$ cat src/hw/rtl/nsc_pkg.sv
// ----------------------------------------------------------------------------
// NMEA sentence checker package
// Shared codes, character constants, lookup tables and the verdict type.
// ----------------------------------------------------------------------------
package nsc_pkg;

  localparam int MAX_LEN  = 255;
  localparam int HEAD_LEN = 6;
  localparam int TAIL_LEN = 5;

  localparam logic [7:0] CH_STAR   = 8'h2A;
  localparam logic [7:0] CH_DOLLAR = 8'h24;
  localparam logic [7:0] CH_LF     = 8'h0A;
  localparam logic [7:0] CH_NUL    = 8'h00;

  localparam logic [2:0] ERR_OK       = 3'd0;
  localparam logic [2:0] ERR_SHORT    = 3'd1;
  localparam logic [2:0] ERR_NO_STAR  = 3'd2;
  localparam logic [2:0] ERR_CHECKSUM = 3'd3;
  localparam logic [2:0] ERR_NO_DOLLAR = 3'd4;
  localparam logic [2:0] ERR_TALKER   = 3'd5;
  localparam logic [2:0] ERR_TOO_LONG = 3'd6;

  localparam int NUM_TALKERS = 5;
  localparam int NUM_KINDS   = 14;

  localparam logic [3:0] KIND_NONE = 4'd14;

  localparam logic [0:NUM_TALKERS-1][15:0] TALKERS = {"GP", "GL", "GA", "GB", "GN"};

  localparam logic [0:NUM_KINDS-1][23:0] KINDS = {
    "DTM", "GBS", "GGA", "GLL", "GNS", "GRS", "GSA",
    "GST", "GSV", "RMC", "TXT", "VLW", "VTG", "ZDA"
  };

  typedef struct packed {
    logic [2:0] err;
    logic [2:0] talker;
    logic [3:0] kind;
    logic [7:0] length;
  } verdict_t;

  // bit 4 set marks a valid hex digit
  function automatic logic [4:0] hex_digit(input logic [7:0] c);
    logic [4:0] r;
    r = 5'd0;
    if (c inside {["0":"9"]}) begin
      r = {1'b1, 4'(c - "0")};
    end else if (c inside {["A":"F"]}) begin
      r = {1'b1, 4'(c - "A" + 8'd10)};
    end else if (c inside {["a":"f"]}) begin
      r = {1'b1, 4'(c - "a" + 8'd10)};
    end
    return r;
  endfunction

endpackage

$ cat src/hw/rtl/nsc_verdict.sv
// ----------------------------------------------------------------------------
// NMEA sentence verdict
// Grades a finished sentence: length, star, checksum, dollar, talker and type.
// ----------------------------------------------------------------------------
module nsc_verdict import nsc_pkg::*; (
  input  logic                         overflow,
  input  logic [7:0]                   count,
  input  logic [7:0]                   xor_sum,
  input  logic [HEAD_LEN-1:0][7:0]     head,
  input  logic [TAIL_LEN-1:0][7:0]     tail,
  output verdict_t                     verdict
);

  logic [7:0] span_xor;
  logic [4:0] hi_digit;
  logic [4:0] lo_digit;
  logic       talker_hit;
  logic [2:0] talker_idx;
  logic       kind_hit;
  logic [3:0] kind_idx;

  always_comb begin
    span_xor = xor_sum ^ tail[0] ^ tail[1] ^ tail[2] ^ tail[3] ^ tail[4];
    hi_digit = hex_digit(tail[1]);
    lo_digit = hex_digit(tail[2]);

    talker_hit = 1'b0;
    talker_idx = 3'd0;
    for (int i = NUM_TALKERS - 1; i >= 0; i--) begin
      if ({head[1], head[2]} == TALKERS[i]) begin
        talker_hit = 1'b1;
        talker_idx = 3'(i);
      end
    end

    kind_hit = 1'b0;
    kind_idx = KIND_NONE;
    for (int k = NUM_KINDS - 1; k >= 0; k--) begin
      if ({head[3], head[4], head[5]} == KINDS[k]) begin
        kind_hit = 1'b1;
        kind_idx = 4'(k);
      end
    end
  end

  always_comb begin
    verdict.length = count;
    verdict.talker = 3'd0;
    verdict.kind   = KIND_NONE;
    if (overflow) begin
      verdict.err = ERR_TOO_LONG;
    end else if (count < 8'(HEAD_LEN)) begin
      verdict.err = ERR_SHORT;
    end else if (tail[0] != CH_STAR) begin
      verdict.err = ERR_NO_STAR;
    end else if (!hi_digit[4] || !lo_digit[4] || {hi_digit[3:0], lo_digit[3:0]} != span_xor) begin
      verdict.err = ERR_CHECKSUM;
    end else if (head[0] != CH_DOLLAR) begin
      verdict.err = ERR_NO_DOLLAR;
    end else if (!talker_hit) begin
      verdict.err = ERR_TALKER;
    end else begin
      verdict.err    = ERR_OK;
      verdict.talker = talker_idx;
      verdict.kind   = kind_hit ? kind_idx : KIND_NONE;
    end
  end

endmodule

$ cat config.mk
export PLATFORM = sky130hd
export DESIGN_NAME = nsc_verdict
export DESIGN_NICKNAME = d
export VERILOG_FILES = /design/src/hw/rtl/nsc_pkg.sv /design/src/hw/rtl/nsc_verdict.sv
export SDC_FILE = /design/constraint.sdc
export NUM_CORES = 1
export LEC_CHECK = 0
export BUFFER_PORTS_ARGS = -buffer_cell sky130_fd_sc_hd__buf_2
export CAP_MARGIN = 15
export CORE_ASPECT_RATIO = 0.8
export CORE_UTILIZATION = 45
export DETAILED_ROUTE_END_ITERATION = 6
export PLACE_DENSITY = 0.91
export SKIP_LAST_GASP = 1
export SYNTH_ARGS = -nofsm -noshare
export SYNTH_HDL_FRONTEND = slang
export SYNTH_SLANG_ARGS = --single-unit
$ cat constraint.sdc
create_clock -name vclk -period 4.2
set_input_delay 0.21 -clock vclk [all_inputs]
set_output_delay 0.21 -clock vclk [all_outputs]
set_load 0.02 [all_outputs]
==> results.txt, run 1 <==
* Run status: finished, final reports clean
- Part of the cycle the worst path needs: 68.3%
- The wire-length estimate of the detail-placed layout is 4250 um.
* Number of standard cells in the layout, taps in and fillers out: 369
* Top cell type by total area after synthesis: xnor2_1
* Instance count after placement with tap cells included: 369
- Vias: 2,150
* Antenna violations before repair: 0
* Max_cap viols: 0
- The worst hold path belongs to the class in2out.
- Data on the critical path is required at its endpoint by 3990 ps.
- Per report_power, the sequential group accounts for 0% of the total.
- Gates resized during post-CTS repair numbered 0.
- Worst Hold Launch: count[0]
- Row cnt: 18
- Seq Cell Count: 0
- Clock buffers in the final layout number 0.
- Worst VDD drop: 0.0765 mV
* Clock Power Share: 0%
- Detailed Route Iter0 Violations: 101
- Per-instance average area after synthesis: 7.18 um2
* Synthesis-to-layout area growth: 38.4%
- Number of buffers inserted by port buffering: 121
- Using the TritonRoute via totals, the vias-per-cell ratio works out to 5.83.
- Number of distinct standard cells referenced by the synthesized netlist: 53
- Static timing analysis puts the maximum clock frequency at 0.349 GHz.
* Vias in the first global route: 1,855
- In the post-synthesis netlist, the biggest area contributors are xnor2_1 23%, ha_1 4.8%, xor2_1 4.0%.
- The core region is 0.00318 mm2.
- Number of setup buffers added after CTS: 0
- The synthesized netlist occupies a cell area of 0.00155 mm2.
* Area share of the leading cell type in the synthesized netlist: 22.6%
- Worst path arrival time: 2660 ps
- Relative contribution of combinational cells to total power: 100.0%
- Post-route DRC: 0
- In the final design database the tool counted 442 nets.
- Final number of hold-violating endpoints: 0
- In this run the tightest slew margin relative to its limit is 60.9%.
- Once the floorplan was initialized, standard cells occupied 48.8% of the core.
- The routed design has 4820 um of wire.
* Pint: 0.116 mW
- GRT overflow: 0
- After routing, the total negative slack on setup checks comes to 0 ps.
- Largest net degree at the start of global routing: 8
- Quantity of hold-fixing buffers added after cts: 0
- In this run the static leakage power is 0.946 nW.
- The number of pins with negative max-slew slack in the final report was 0.
- Horizontal die dimension: 67.6 um
- Sequential cell area: 0 um2
- Hold-critical path endpoint: verdict[0]
- RSZ-0062 raised after global routing: false
- First-pass GRT wire length: 7200 um
- For the pin with the worst max-slew slack, the measured transition is 579 ps.
- In the synthesized netlist, the number of instances is 216.
- For this design the top-level I/O count stands at 123.
- Setup violations remaining at the end of the flow were counted as 0.
- Cells fill 67.6% of the core in the end.
- For this run, the detailed router's first-pass iteration total came to 6.
* Diode insertion count for antenna repair: 0
* Total global routing track utilization: 25.0%
- Remaining number of nets flagged by the antenna check after routing: 0
- Capturing element type of the critical path: primary output
- Sequential area share after synthesis: 0%
* Top library cells by usage in the layout, fill and taps aside: 121 x buf_2, 40 x xnor2_1, 15 x nor2_1
- Hold path cells: 0
* Fill cell total of the finished layout: 283
- Subtracting the final worst setup slack from the clock period gives 2870 ps.
- Class of the most critical setup path: in2out
* Wire length per cell after detailed routing: 13.1 um
- STA classifies the critical path startpoint as an input pin.
* Placer Congestion: 0.923
- Net switching fraction of the power: 50.8%
- Total number of yosys warnings: 0
- In the final layout, the multi-input gates occupy 0.00145 mm2.
* Leading cell type in the layout, fill and taps excluded: buf_2
- Total die area: 0.00368 mm2
* Switching component of the power: 0.120 mW
- Dividing total power by cell area gives a power density of 110 mW/mm2.
- Layout cell share with drive strength beyond 1: 39.8%
- The die is 54.5 um tall.
* Maximum net fanout on the critical path: 5
- Net count of the mapped netlist: 327
## area by class of cell
cell class | count | area share [%]
timing repair buffer | 121 | 28.2
inverter | 10 | 1.75
tap | 40 | 2.33
multi-input combinational | 198 | 67.7
## power groups by stage
stage          Clock, mW  Sequential (mW)  Combinational, mW
6_report               0                0              0.236
5_1_grt                0                0              0.257
4_1_cts                0                0              0.235
3_5_place_dp           0                0              0.235
3_3_place_gp           0                0              0.228
2_1_floorplan          0                0              0.151
## per-layer routing
metal	global-route usage (%)	vias to the layer above	part of all wire, %
li1	-	1032	-
met1	29.9	979	40
met3	0.417	8	9.5
met2	50.2	131	50
met5	0	-	0
met4	4.26	0	0.87
## worst max path at each step
stage,from,endpoint,slack (ps),cells after the start
finish,tail[8],verdict[12],1330,11
global placement,tail[9],verdict[12],1580,11
floorplan,tail[8],verdict[12],1600,9
CTS,tail[9],verdict[12],1460,11
global route,tail[8],verdict[12],1190,11
detailed placement,tail[9],verdict[12],1470,11
## critical path, cell delays in order
cell and delay (ps):
buf_2 130, inv_1 90, ha_1 240, nor3b_1 160, nor4b_1 430, a22oi_1 190, xnor2_1 220, nor4_4 320
nand3_2 160, nor4_1 300, buf_2 210
## stage by stage
| step | power (mW) | hold slack [ps] | cell area (um2) | setup slack [ps] |
|---|---|---|---|---|
| floorplan | 0.151 | 510 | 1550 | 1600 |
| global placement | 0.228 | 420 | 2150 | 1580 |
| detailed placement | 0.235 | 420 | 2150 | 1470 |
| CTS | 0.235 | 420 | 2150 | 1460 |
| global route | 0.257 | 420 | 2150 | 1190 |
| finish | 0.236 | 420 | 2150 | 1330 |
## synthesized netlist by cell type (all sizes together), types with 2 or more instances
master	count
xnor2	41
and4b	3
or3b	2
a32oi	2
nand4b	3
or3	3
nand2	14
nor2	15
nand2b	4
a31oi	3
or4b	2
a31o	2
and3	6
buf	8
o21ai	5
and4	2
nor3	6
nor4	10
nand3	8
nor4b	6
nor2b	3
xor2	7
a21oi	10
inv	9
nand4	7
o21bai	4
or2	3
ha	6
nor3b	3
nor4bb	3
## logic make-up (layout without fill, tap and decap cells)
kind of cell | after synthesis | in the layout | share of synthesized area [%]
AND/OR/NAND/NOR | 105 | 105 | 43.2
adder cells (fa/ha/maj) | 6 | 6 | 4.84
multiplexers | 1 | 1 | 0.646
AO/OA/AOI/OAI | 38 | 38 | 17.4
buffers and inverters | 18 | 131 | 6.30
XOR/XNOR | 48 | 48 | 27.6
Power figures use the tool's default switching activity.
==> inputs of run 2 (changes only) <==
- ABC_AREA: unset -> 1
- CORE_UTILIZATION: 45 -> 42
- PLACE_DENSITY: 0.91 -> 0.82
- clock period: 4.2 -> 2.4 ns (I/O delays scaled with it)
==> results.txt, run 2 <==
- Largest net degree at the start of global routing: 9
- Final-report max-slew violation count: 0
- Counting both buffers and inverters, the worst setup path holds a total of 3.
- The final layout contains routed wiring with a total length of 6150 um.
- After technology mapping, the gate count stands at 446.
- Layout cell share with drive strength beyond 1: 25.6%
- The run finished with clean final reports.
- Total die area: 0.00529 mm2
- Crit-path slowest cell: or2_1
- STA classifies the critical path startpoint as an input pin.
- Global routing finished with a remaining overflow of 0.
* Top library cells by usage in the layout, fill and taps aside: 154 x nand2_1, 121 x buf_2, 84 x inv_1
* Part of the cycle the worst path needs: 92.0%
- For this configuration, the core starts out at a cell density of 44.6%.
* Placer Congestion: 0.877
* Worst min-delay path class: in2out
* Area contributors post-synth: nand2_1 28%, inv_1 15%, nand3_1 12%
- Critical path depth: 18
* Smallest hold slack: 240 ps
- Once the clock tree was built, the setup fixing pass inserted 0 buffers.
- Of the synthesized area, sequential elements account for 0%.
- Post-route DRC: 0
- Worst VDD drop: 0.0756 mV
- Net count of the mapped netlist: 557
- Horizontal die dimension: 81.0 um
- Vias: 2,996
- Critical Path Source: tail[9]
* Seq Cell Count: 0
- Instance count after placement with tap cells included: 618
- Core utilization of the finished layout: 57.6%
- Setup violations remaining at the end of the flow were counted as 0.
- Post-route total power: 0.388 mW
- First-pass GRT wire length: 9630 um
- Number of buffers inserted by port buffering: 121
* Delay of the slowest critical-path stage: 200 ps
* Diode insertion count for antenna repair: 0
- Synthesis-to-layout area growth: 29.2%
- Maximum net fanout on the critical path: 7
* Capturing element type of the critical path: primary output
- Wire length per cell after detailed routing: 9.95 um
- I/O pin count: 123
- Leaving out fill and tap cells, the most frequent cell in the layout is nand2_1.
- The final-report hold violation count is 0.
- Total power per unit cell area: 143 mW/mm2
* Number of distinct standard cells referenced by the synthesized netlist: 30
* Leakage power figure: 1.76 nW
- Accumulated negative setup slack: 0 ps
- Commonest cells post-synth: 154 x nand2_1, 84 x inv_1, 52 x nand3_1, 48 x nor2_1, 14 x nor3_1
- Once layout is done, the placed cells without fillers occupy 0.00271 mm2.
- Worst setup margin: 192 ps
* Family with the most delay on the worst path: simple AND/OR/NAND/NOR gates
- Class of the most critical setup path: in2out
- At the pin with the least slew margin, the transition time is 520 ps.
- Capturing instance or port of the critical path: verdict[11]
- Die boundary height: 65.2 um
* Top cell type by total area after synthesis: nand2_1
* Area share of the leading cell type in the synthesized netlist: 27.5%
- The first detailed-routing pass ran for 4 iterations.
* CLK BUF: 0
- Placed wire-length estimate: 5580 um
* Total global routing track utilization: 22.0%
- STA puts the critical path data arrival time at 2090 ps.
* Row cnt: 22
* Total number of yosys warnings: 0
- Average vias per placed instance: 4.85
- The number of antenna violations at the first check in global routing was 0.
* Quantity of hold-fixing buffers added after cts: 0
- Per-instance average area after synthesis: 4.71 um2
- Number of standard cells in the layout, taps in and fillers out: 618
* Final min period: 2210 ps
* Total of cells resized after clock tree synthesis: 0
- Remaining number of nets flagged by the antenna check after routing: 0
* Fmax: 0.453 GHz
- Headroom to the max-slew limit: 65.0%
- Area of the core region: 0.00471 mm2
- The final layout contains 671 nets.
* Most used standard cell by instance count after synthesis: nand2_1
* Ordered cell list for the critical path: buf_2 > inv_1 > ha_1 > nand2_2 > nor2_1 > nand2_1 > nand2_1 > nand2_4 > nand3_1 > nor2_1 > nor2_1 > nand2_1 > nor2_2 > nand3_2 > nor2_4 > nand2_2 > or2_1 > buf_2
* Hold path cells: 0
- Netlist Area Pre-Place: 0.00210 mm2
* Max_cap viols: 0
* Vias in the first global route: 2,377
- RSZ-0062 raised after global routing: false
- Sequential cell area: 0 um2
- Required time of the worst setup path: 2280 ps
* Placed cell areas: 0.00271 mm2
- Detailed Route Iter0 Violations: 124
- OpenSTA, run right after detailed placement, puts the worst setup slack at 180 ps.
-- run 2: kinds of logic after synthesis --
group / Yosys count / synth area share [%]
XOR/XNOR: 13 / 5.42
buffers and inverters: 97 / 19.0
AO/OA/AOI/OAI: 16 / 4.41
AND/OR/NAND/NOR: 314 / 67.6
adder cells (fa/ha/maj): 6 / 3.58
-- run 2: how the worst min path moves through the flow --
stage | start | endpoint | slack (ps)
global route | count[0] | verdict[0] | 240
finish | count[0] | verdict[0] | 240
CTS | count[0] | verdict[0] | 240
floorplan | overflow | verdict[15] | 320
global placement | count[0] | verdict[0] | 240
detailed placement | count[0] | verdict[0] | 240
-- run 2: report_power, final --
part           leakage [nW]  total (mW)  internal [mW]  switching (mW)
logic                  1.76       0.388          0.162           0.226
registers                 0           0              0               0
clock network             0           0              0               0
-- run 2: layer usage --
layer  vias up  global-route usage, %  share of wire (%)
li1       1613                      -                  -
met1      1268                   31.7                 49
met2       113                   37.3                 43
met3         2                   1.25                7.5
met4         0                  0.893               0.26
met5         -                      0                  0
-- run 2: area by class of cell --
cell class,instances,area (um2)
fill,516,1990
multi-input combinational,349,1700
tap,60,75.1
timing repair buffer,121,606
inverter,88,330
